## src/hdl/bfbp_pkg.sv

```systemverilog
// Shared types and constants for the best-fit bin packer.
`default_nettype none

package bfbp_pkg;

   // Field widths fixed by the request and response formats
   localparam int unsigned WeightWidth = 16;
   localparam int unsigned IndexWidth  = 7;
   localparam int unsigned CountWidth  = 8;
   localparam int unsigned StatusWidth = 2;

   // Response status codes
   typedef enum logic [StatusWidth-1:0] {
      STATUS_PLACED     = 2'd0,
      STATUS_OVERWEIGHT = 2'd1,
      STATUS_FULL       = 2'd2
   } status_type;

   // One request: an item to place
   typedef struct packed {
      logic [WeightWidth-1:0] item_weight;
      logic                   last_item;
   } req_payload_type;

   // One response: where the item went
   typedef struct packed {
      logic [IndexWidth-1:0]  bin_index;
      logic                   opened_new;
      logic [CountWidth-1:0]  bins_in_use;
      logic [StatusWidth-1:0] status;
      logic                   set_done;
   } rsp_payload_type;

endpackage

`default_nettype wire

```

## src/hdl/bfbp_if.sv

```systemverilog
// Valid/ready channel interfaces for the bin packer requests and responses.
`default_nettype none

interface bfbp_req_if;
   logic                     valid;
   logic                     ready;
   bfbp_pkg::req_payload_type payload;

   modport source (output valid, output payload, input ready);
   modport sink   (input valid, input payload, output ready);
endinterface

interface bfbp_rsp_if;
   logic                     valid;
   logic                     ready;
   bfbp_pkg::rsp_payload_type payload;

   modport source (output valid, output payload, input ready);
   modport sink   (input valid, input payload, output ready);
endinterface

`default_nettype wire

```

## src/hdl/best_fit_bin_packer.sv

```systemverilog
// Best-fit bin packer: places item weights into bins, one request at a time.
//
// Channels: req_chan takes one request (item_weight, last_item) per accept;
// rsp_chan returns exactly one response per request (bin_index, opened_new,
// bins_in_use, status, set_done). csr_wr_en/csr_wr_data write bin_capacity.
// Each request that is not overweight scans the n currently open bins through
// the remaining-space memory, one entry per cycle on its single registered read
// port, keeping the tightest fit in one shared subtract/compare unit, then writes
// back one entry if the item is placed. The response becomes valid at the same
// edge that raises req_chan.ready again, so a new request is taken only once the
// previous one is done.
// req_chan.ready is high only while no request is in progress.
// The response sits in an output register; the next request is accepted while
// it waits. If the receiver stalls, the following request finishes its scan
// and holds in the final step until the output register frees up.
// Reset clears the open bin count, sets bin_capacity to 65535 and empties the
// output register; the memory needs no clearing since only entries below the
// open bin count are read, each written when its bin opens. A request with
// last_item set returns its final count and then empties the bin table.
`default_nettype none

module best_fit_bin_packer #(
   parameter int unsigned MAX_BINS = 128
) (
   input  wire logic              clock,
   input  wire logic              reset,
   bfbp_req_if.sink               req_chan,
   bfbp_rsp_if.source             rsp_chan,
   input  wire logic              csr_wr_en,
   input  wire logic [15:0]       csr_wr_data
);

   localparam int unsigned AW = (MAX_BINS > 1) ? $clog2(MAX_BINS) : 1;
   localparam int unsigned CW = $clog2(MAX_BINS + 1);
   localparam int unsigned WW = bfbp_pkg::WeightWidth;
   localparam int unsigned IW = bfbp_pkg::IndexWidth;
   localparam int unsigned NW = bfbp_pkg::CountWidth;
   localparam logic [CW-1:0] MaxCount = CW'(MAX_BINS);

   typedef enum logic [2:0] {
      ST_IDLE   = 3'b001,
      ST_SCAN   = 3'b010,
      ST_FINISH = 3'b100
   } state_type;

   // Registers
   state_type       state_ff, state_in;
   logic [WW-1:0]   cap_ff, cap_in;
   logic [WW-1:0]   weight_ff, weight_in;
   logic            last_ff, last_in;
   logic            over_ff, over_in;
   logic [CW-1:0]   addr_ff, addr_in;
   logic            pend_ff, pend_in;
   logic [AW-1:0]   pend_idx_ff, pend_idx_in;
   logic            found_ff, found_in;
   logic [AW-1:0]   best_ff, best_in;
   logic [WW-1:0]   best_slack_ff, best_slack_in;
   logic [CW-1:0]   count_ff, count_in;
   logic            rsp_valid_ff, rsp_valid_in;
   bfbp_pkg::rsp_payload_type rsp_data_ff, rsp_data_in;

   // Memory
   logic [WW-1:0]   space_mem [MAX_BINS];
   logic [WW-1:0]   rd_data_ff;
   logic            rd_en;
   logic            wr_en;
   logic [AW-1:0]   wr_addr;
   logic [WW-1:0]   wr_data;

   // Handshakes and the shared compare unit
   logic            req_fire;
   logic            out_free;
   logic            fits;
   logic [WW-1:0]   slack;
   logic            finish_go;
   logic [AW-1:0]   res_idx;
   logic [CW-1:0]   res_count;
   logic [AW+IW-1:0] idx_ext;
   logic [CW+NW-1:0] count_ext;

   assign req_fire       = req_chan.valid && req_chan.ready;
   assign out_free       = !rsp_valid_ff || rsp_chan.ready;
   assign req_chan.ready = (state_ff == ST_IDLE);
   assign rsp_chan.valid   = rsp_valid_ff;
   assign rsp_chan.payload = rsp_data_ff;

   // Compare the entry read last cycle against the current weight
   assign fits  = rd_data_ff >= weight_ff;
   assign slack = rd_data_ff - weight_ff;

   assign rd_en     = (state_ff == ST_SCAN) && (addr_ff < count_ff);
   assign finish_go = (state_ff == ST_FINISH) && out_free;

   // Pick the outcome and the memory write-back
   always_comb begin
      wr_en     = 1'b0;
      wr_addr   = best_ff;
      wr_data   = best_slack_ff;
      res_idx   = '0;
      res_count = count_ff;
      rsp_data_in.opened_new = 1'b0;
      rsp_data_in.status     = bfbp_pkg::STATUS_PLACED;
      if (over_ff) begin
         rsp_data_in.status = bfbp_pkg::STATUS_OVERWEIGHT;
      end else if (found_ff) begin
         wr_en   = finish_go;
         res_idx = best_ff;
      end else if (count_ff == MaxCount) begin
         rsp_data_in.status = bfbp_pkg::STATUS_FULL;
      end else begin
         wr_en     = finish_go;
         wr_addr   = count_ff[AW-1:0];
         wr_data   = cap_ff - weight_ff;
         res_idx   = count_ff[AW-1:0];
         res_count = count_ff + CW'(1);
         rsp_data_in.opened_new = 1'b1;
      end
      idx_ext   = {{IW{1'b0}}, res_idx};
      count_ext = {{NW{1'b0}}, res_count};
      rsp_data_in.bin_index   = idx_ext[IW-1:0];
      rsp_data_in.bins_in_use = count_ext[NW-1:0];
      rsp_data_in.set_done    = last_ff;
   end

   // Sequencer
   always_comb begin
      state_in      = state_ff;
      cap_in        = csr_wr_en ? csr_wr_data : cap_ff;
      weight_in     = weight_ff;
      last_in       = last_ff;
      over_in       = over_ff;
      addr_in       = addr_ff;
      pend_in       = pend_ff;
      pend_idx_in   = pend_idx_ff;
      found_in      = found_ff;
      best_in       = best_ff;
      best_slack_in = best_slack_ff;
      count_in      = count_ff;
      rsp_valid_in  = rsp_valid_ff && !rsp_chan.ready;
      unique case (state_ff)
         ST_IDLE: begin
            // take a request and arm the scan
            if (req_fire) begin
               weight_in = req_chan.payload.item_weight;
               last_in   = req_chan.payload.last_item;
               over_in   = req_chan.payload.item_weight > cap_ff;
               addr_in   = '0;
               pend_in   = 1'b0;
               found_in  = 1'b0;
               state_in  = (req_chan.payload.item_weight > cap_ff) ? ST_FINISH : ST_SCAN;
            end
         end
         ST_SCAN: begin
            // keep the tightest fit, lowest index on a tie
            if (pend_ff && fits && (!found_ff || slack < best_slack_ff)) begin
               found_in      = 1'b1;
               best_in       = pend_idx_ff;
               best_slack_in = slack;
            end
            // advance the read address until every open bin is issued
            if (rd_en) begin
               pend_in     = 1'b1;
               pend_idx_in = addr_ff[AW-1:0];
               addr_in     = addr_ff + CW'(1);
            end else begin
               pend_in = 1'b0;
               if (!pend_ff) begin
                  state_in = ST_FINISH;
               end
            end
         end
         ST_FINISH: begin
            // hold until the output register is free
            if (out_free) begin
               rsp_valid_in = 1'b1;
               count_in     = last_ff ? '0 : res_count;
               state_in     = ST_IDLE;
            end
         end
         default: begin
            state_in = ST_IDLE;
         end
      endcase
   end

   always_ff @(posedge clock) begin
      if (reset) begin
         state_ff     <= ST_IDLE;
         cap_ff       <= '1;
         count_ff     <= '0;
         rsp_valid_ff <= 1'b0;
      end else begin
         state_ff     <= state_in;
         cap_ff       <= cap_in;
         count_ff     <= count_in;
         rsp_valid_ff <= rsp_valid_in;
      end
   end

   always_ff @(posedge clock) begin
      weight_ff     <= weight_in;
      last_ff       <= last_in;
      over_ff       <= over_in;
      addr_ff       <= addr_in;
      pend_ff       <= pend_in;
      pend_idx_ff   <= pend_idx_in;
      found_ff      <= found_in;
      best_ff       <= best_in;
      best_slack_ff <= best_slack_in;
      if (finish_go) begin
         rsp_data_ff <= rsp_data_in;
      end
   end

   // Remaining-space memory: one registered read, one write
   always_ff @(posedge clock) begin
      if (rd_en) begin
         rd_data_ff <= space_mem[addr_ff[AW-1:0]];
      end
      if (wr_en) begin
         space_mem[wr_addr] <= wr_data;
      end
   end

   // Checks
   a_count_bound: assert property (@(posedge clock) disable iff (reset)
      count_ff <= MaxCount)
      else $error("open bin count beyond table size");

   a_scan_addr: assert property (@(posedge clock) disable iff (reset)
      (state_ff == ST_SCAN) |-> (addr_ff <= count_ff))
      else $error("scan address ran past the open bins");

   a_set_clear: assert property (@(posedge clock) disable iff (reset)
      (finish_go && last_ff) |=> (count_ff == '0))
      else $error("bin table not cleared after last item");

   a_new_placed: assert property (@(posedge clock) disable iff (reset)
      (rsp_valid_ff && rsp_data_ff.opened_new) |->
      (rsp_data_ff.status == bfbp_pkg::STATUS_PLACED))
      else $error("new bin flagged on an unplaced item");

endmodule

`default_nettype wire

```

## src/flat_wrapper.sv

```systemverilog
// flat-port wrapper written by rule: the top's interface ports become plain ports
module best_fit_bin_packer_flat 
#(
   parameter int unsigned MAX_BINS = 128
)
  (clock, reset, csr_wr_en, csr_wr_data, req_chan_valid, req_chan_payload, req_chan_ready, rsp_chan_valid, rsp_chan_payload, rsp_chan_ready);
  bfbp_req_if req_chan_i ();
  bfbp_rsp_if rsp_chan_i ();
  input  wire logic clock;
  input  wire logic reset;
  input  wire logic csr_wr_en;
  input  wire logic [15:0] csr_wr_data;
  input wire logic [$bits(req_chan_i.valid)-1:0] req_chan_valid;
  input wire logic [$bits(req_chan_i.payload)-1:0] req_chan_payload;
  output wire logic [$bits(req_chan_i.ready)-1:0] req_chan_ready;
  output wire logic [$bits(rsp_chan_i.valid)-1:0] rsp_chan_valid;
  output wire logic [$bits(rsp_chan_i.payload)-1:0] rsp_chan_payload;
  input wire logic [$bits(rsp_chan_i.ready)-1:0] rsp_chan_ready;
  assign req_chan_i.valid = req_chan_valid;
  assign req_chan_i.payload = req_chan_payload;
  assign req_chan_ready = req_chan_i.ready;
  assign rsp_chan_valid = rsp_chan_i.valid;
  assign rsp_chan_payload = rsp_chan_i.payload;
  assign rsp_chan_i.ready = rsp_chan_ready;
  best_fit_bin_packer #(.MAX_BINS(MAX_BINS)) u_core (.clock(clock), .reset(reset), .req_chan(req_chan_i), .rsp_chan(rsp_chan_i), .csr_wr_en(csr_wr_en), .csr_wr_data(csr_wr_data));
endmodule
```

## config.mk

```make
export PLATFORM = sky130hd
export DESIGN_NAME = best_fit_bin_packer_flat
export DESIGN_NICKNAME = d
export VERILOG_FILES = /design/src/hdl/bfbp_pkg.sv /design/src/hdl/bfbp_if.sv /design/src/hdl/best_fit_bin_packer.sv /design/src/flat_wrapper.sv
export SDC_FILE = /design/constraint.sdc
export NUM_CORES = 2
export LEC_CHECK = 0
export BUFFER_PORTS_ARGS = -buffer_cell sky130_fd_sc_hd__buf_2
export CORE_ASPECT_RATIO = 1.2
export CORE_UTILIZATION = 63
export DETAILED_ROUTE_END_ITERATION = 16
export PLACE_DENSITY = 0.79
export SYNTH_ARGS = -nofsm -noshare
export SYNTH_HDL_FRONTEND = slang
export SYNTH_SLANG_ARGS = --single-unit
```

## constraint.sdc

```tcl
create_clock -name clock -period 13.6 [get_ports clock]
set_clock_uncertainty 0.1 [all_clocks]
set_input_delay 1.36 -clock clock [delete_from_list [all_inputs] [get_ports clock]]
set_output_delay 1.36 -clock clock [all_outputs]
set_load 0.1 [all_outputs]
```

* Word-level counts from Yosys, hierarchy flattened *
Memory sizes are Yosys's and may differ from the RTL's. A register that Yosys moved wholly into a read port is not among the register bits.
Cells that the tools add are included.

operators by class
  order comparisons = 4
  muxes and demuxes = 36
  $add $sub $neg = 4
  reduce and logical (&&, ||, !) cells = 21
  equal/unequal tests = 10

operator list
  cell                 count
  $mux 16              3
  $mux 8               6
  $mux 7               5
  $sub 16x16->16       2
  $add 8x1->8 const B  2
  $ge 16x16->1         1
  $gt 16x16->1         1
  $lt 16x16->1         1
  $pmux 8 s2           1
  $mux 3               5
  $mux 1               12
  $reduce_and 2->1     5
  $pmux 3 s3           1
  $eq 8x8->1 const B   1
  $lt 8x8->1           1
  $ne 2x2->1 const B   4
  $logic_and 1x1->1    6
  $reduce_and 3->1     2
  $ne 2x1->1 const B   2
  $pmux 1 s2           2
  $reduce_and 4->1     1
  $eq 3x1->1 const B   1
  $eq 3x2->1 const B   1
  $eq 3x3->1 const B   1
  other kinds (5)      8

word-level totals
  output and inout bits = 21
  bits in writable memories = 2048
  register bits = 105
  memories kept = 1

memories
  memory            depth  bits a word  read ports  clocked after memory_dff  wr ports  line                       text
  u_core.space_mem  128    16           1           1                         1         best_fit_bin_packer.sv:63  logic [WW-1:0] space_mem [MAX_BINS];

* Logic depth before layout (Yosys ltp) *
  word-level depth = 8
  depth in mapped cells = 16

* Worst setup path before layout *
No wires, ideal clock.

  path type = reg-to-reg
  from = register u_core.count_ff[0]
  to = memory u_core.space_mem[0][11] (netlist name) (data pin)
  path slack = 2085 ps
  required time = 11705 ps
  data arrival time = 9620 ps
  cell stages (with the launch flop) = 10
  cell sequence = dfxtp_1 -> inv_1 -> ha_1 -> or4b_4 -> o21ai_4 -> buf_6 -> buf_2 -> inv_1 -> nand2_1 -> o311ai_0

between the ends
  cells in the longest elaborated chain, start to end = 4

ends and longest elaborated chain
  item                          line                        text
  start, declared               best_fit_bin_packer.sv:58   logic [CW-1:0] count_ff, count_in;
  start signal, assigned        best_fit_bin_packer.sv:195  count_ff <= count_in;
  $eq 8x8->1                    best_fit_bin_packer.sv:108  end else if (count_ff == MaxCount) begin
  $mux 16                       best_fit_bin_packer.sv:108
  $mux 16                       best_fit_bin_packer.sv:105  end else if (found_ff) begin
  $mux 16                       best_fit_bin_packer.sv:103  if (over_ff) begin
  named net u_core.wr_data[11]  best_fit_bin_packer.sv:68   logic [WW-1:0] wr_data;
  end, declared                 best_fit_bin_packer.sv:63

The timed path passes the listed nets, and every way through them passes these cells.

* Worst setup path after layout *
  from = register u_core.addr_ff[1]
  to = register u_core.rd_data_ff[13] (read register of u_core.space_mem) (data pin)

between the ends
  cells in the longest elaborated chain, start to end = 2

ends and longest elaborated chain
  item                    line                        text
  start, declared         best_fit_bin_packer.sv:52   logic [CW-1:0] addr_ff, addr_in;
  start signal, assigned  best_fit_bin_packer.sv:204  addr_ff <= addr_in;
  $lt 8x8->1              best_fit_bin_packer.sv:91   assign rd_en = (state_ff == ST_SCAN) && (addr_ff < count_ff);
  $logic_and 1x1->1       best_fit_bin_packer.sv:91
  end, declared           best_fit_bin_packer.sv:64   logic [WW-1:0] rd_data_ff;

Parallel ways exist; a longest one is shown, timed or not.
A chain may end at the register's enable or synchronous reset.

==> summary.txt <==
Power
  – Psw: 0.003966 W
  – Share of total power in sequential cells: 0.507
  – Leakage: 30.95 nW
  – P_int: 0.01134 W
  – Clock share of power: 0.348
  – Logic pwr share: 0.145
  – PwrDens: 160.7 nW/um2
  – Sw frac: 0.2592
  – Worst vdd ir: 152.7 uV

Finish
  – Fraction of layout cells with a size suffix above 1: 0.2076
  – Final std cells w/o fill: 6572
  – Final Core Density: 0.7036
  – Final net count: 4720
  – P&R area growth vs syn: 10.86%

Global routing
  – Vias in the first global route: 45360
  – GR peak layer: met2
  – Initial antenna violation count: 8
  – Met1 GRT Util: 0.4187
  – GRT met2 Usage: 0.5192
  – Pin count of the biggest net entering global routing: 107
  – First-pass GRT wire length: 314600 um
  – Met3 GRT Util: 0.06292
  – Overall fraction of global-route tracks in use: 0.3225
  – Congestion Overflow GR: 0

Outcome
  – Status: finished, final reports clean

Routing
  – WL per Instance: 33.45 um
  – Post-route ant nets: 0
  – First-iteration detailed-routing DRC count: 6350
  – # DRC: 0
  – DR pass1 iterations: 6
  – Routed wire length: 219800 um
  – Vias: 45740
  – Via-per-instance ratio: 6.960

CTS
  – CTS root buf: clkbuf_16
  – CTS tree: done
  – CTS Buf Count: 193
  – H-tree depth: 4
  – Max Root-Sink Buffers: 3
  – Resize count post-CTS: 0
  – Post-CTS Setup Repair Bufs: 0
  – Hold buffers post-CTS: 0
  – CTS Sinks: 2169
  – Clk_lat worst skew: 0.83 ns
  – Clock transition at path regs: 0.07 ns

STA
  – Min cycle time layout: 5.931 ns
  – Setup repair after global routing missed its margin: false
  – Setup TNS: 0 ns
  – Relative slew slack: 0.1146
  – Final worst slack: 7.669 ns
  – Final Cycle Share: 0.4361
  – Worst-Margin Slew: 1.320 ns
  – Final Hold Fails: 0
  – # setup viols final: 0
  – Slew Viols, Final: 0
  – F_max: 168.6 MHz

Yosys
  – Mux cell area share after synthesis: 0.1431
  – Mean Syn Cell Area: 19.58 um2
  – Synth Area in Simple Gates: 0.02779
  – FF+latch count, synth: 2169
  – Post-synthesis cell area: 85910 um2
  – Most common flop cell mapped by yosys: edfxtp_1
  – Post-synthesis sequential area ratio: 0.7549
  – Cell variety after synth: 79
  – Post-Synthesis Cells: 4387
  – Net Count, Synth: 4500
  – Main combinational cell family by area after synthesis: multiplexers
  – Ys async rst share: 0
  – Synth Area in XOR/XNOR: 0.002753
  – Post-synth EDFFs: 2141
  – Synth Area in Compound Gates: 0.04422
  – Synth Area in Adders: 0.01110
  – Synth Warn #: 0

Worst hold path
  – Worst hold-check path type: flip-flop to flip-flop

Critical path
  – Crit path arrival time: 6.33 ns
  – CP Launch Type: flip-flop
  – Type of the worst setup path: flip-flop to flip-flop
  – CP endpoint kind: flip-flop
  – Required @ worst endpoint: 14.00 ns
  – Worst-path maximum fanout: 65

Die
  – Die X: 339.1 um
  – Vertical die dimension: 406.5 um
  – # rows: 148
  – Initial Utilization: 0.6346
  – Core area: 135400 um2
  – Die area: 137800 um2
  – I/O pin count: 59

Placed design
  – Setup WS pre-CTS: 7.793 ns
  – Dpl cells: 6212
  – Placer congestion estimate: 0.8829
  – DP Wirelength: 128400 um
  – Port Buf Inserts: 58

Run
  – Max-cap violations: 0
[synthesized netlist by cell type, drive strengths merged (5+ instances only)]
master,count,area share
a211o,6,0.00061
a211oi,15,0.0013
a21o,16,0.0014
a21oi,103,0.0060
a221oi,62,0.0063
a22oi,111,0.0098
a31oi,35,0.0025
a41oi,11,0.0011
and2,10,0.00074
and4,5,0.00051
buf,116,0.0075
clkbuf,120,0.0052
dfxtp,28,0.0065
edfxtp,2141,0.75
ha,73,0.011
inv,77,0.0034
mux2i,318,0.037
mux4,402,0.11
nand2,152,0.0066
nand2b,11,0.00080
nand3,51,0.0034
nand3b,8,0.00070
nand4,22,0.0017
nor2,216,0.0096
nor2b,13,0.0011
nor3,8,0.00060
o2111ai,9,0.00092
o211ai,20,0.0017
o21ai,115,0.0068
o22a,20,0.0020
xnor2,18,0.0018
xor2,9,0.00092
[worst paths after layout]
| check | slack [ns] | cells past startpoint | start | endpoint |
|---|---|---|---|---|
| min | 0.32 | 0 | u_core.pend_idx_ff[0] | u_core.best_ff[0] |
| min reg2reg | 0.32 | 0 | u_core.pend_idx_ff[0] | u_core.best_ff[0] |
| max | 7.67 | 9 | u_core.addr_ff[1] | u_core.rd_data_ff[13] |
| max reg2reg | 7.67 | 9 | u_core.addr_ff[1] | u_core.rd_data_ff[13] |
[power groups by stage]
stage	Clock [W]	Sequential [W]	Combinational, W
after floorplan	0	0.00803	0.00131
after global placement	0	0.00790	0.00212
after detailed placement	0	0.00791	0.00216
after CTS	0.00535	0.00776	0.00219
after global routing	0.00559	0.00776	0.00230
final	0.00532	0.00776	0.00222
[cell families after synthesis]
logic type	Yosys count
adders and majority gates	75
muxes	724
buffers and inverters	314
xor gates and xnor gates	27
and+or+nand+nor	519
DFF	2169
AOI/OAI and AO/OA	559
[critical path, stage by stage, from the launching register on]
cell	delay [ns]
edfxtp_1	0.37
buf_4	0.61
buf_4	0.69
buf_4	0.68
buf_4	0.84
mux4_2	0.48
a22oi_1	0.17
nor2_1	0.09
a211oi_1	1.10
a21oi_1	0.22
[routing by layer]
layer / vias up / share of wire
met5: - / 0.00012
met4: 4 / 0.062
met3: 624 / 0.11
met2: 3170 / 0.48
met1: 23500 / 0.35
li1: 18440 / -
[metrics by stage]
step                      cell area, um2  hold slack (ns)  total power (W)
after floorplan                    85910           0.3003         0.009339
after CTS                          95230           0.3194          0.01530
after detailed placement           89150           0.3045          0.01007
after global routing               95230           0.3283          0.01565
after global placement             89150           0.3015          0.01002
final                              95240           0.3200          0.01530
[cell usage in the layout (no fill, tap or decap), types with 9 or more instances in the layout]
cell type / n
o21ai_0: 106
a221oi_1: 62
mux2i_1: 317
ha_1: 73
bufinv_16: 15
nor2_1: 209
edfxtp_1: 2141
mux4_2: 402
o211ai_1: 20
clkbuf_1: 42
a31oi_1: 35
nand2b_1: 11
buf_4: 199
xnor2_1: 18
clkbuf_16: 196
a41oi_1: 11
nand2_1: 152
o21ai_4: 9
nand4_1: 21
nand3_1: 40
dfxtp_1: 28
o22a_1: 20
a211oi_1: 15
clkinv_1: 47
a21oi_1: 103
inv_1: 75
o2111ai_1: 9
xor2_1: 9
a22oi_1: 110
clkinv_2: 39
a21o_1: 16
buf_2: 58
[final cells by class]
type                       count  area [um2]
tap                         1800        2252
clock inverter               118        1022
fill                        7733       40120
multi-input combinational   1904       19880
antenna                        4       10.01
sequential                  2169       64850
inverter                      78       297.8
clock buffer                 238        5062
timing repair buffer         261        1864
[flip-flops by register name (all words and copies together), names as in the netlist, 3 cells and up]
signal and count:
u_core.count_ff 8, u_core.best_ff 7, u_core.cap_ff 16, u_core.addr_ff 8, u_core.rsp_chan.payload 19, u_core.pend_idx_ff 7
u_core.space_mem 2048, u_core.state_ff 3, u_core.rd_data_ff 16, u_core.weight_ff 16, u_core.best_slack_ff 16
Power figures use the tool's default switching activity.
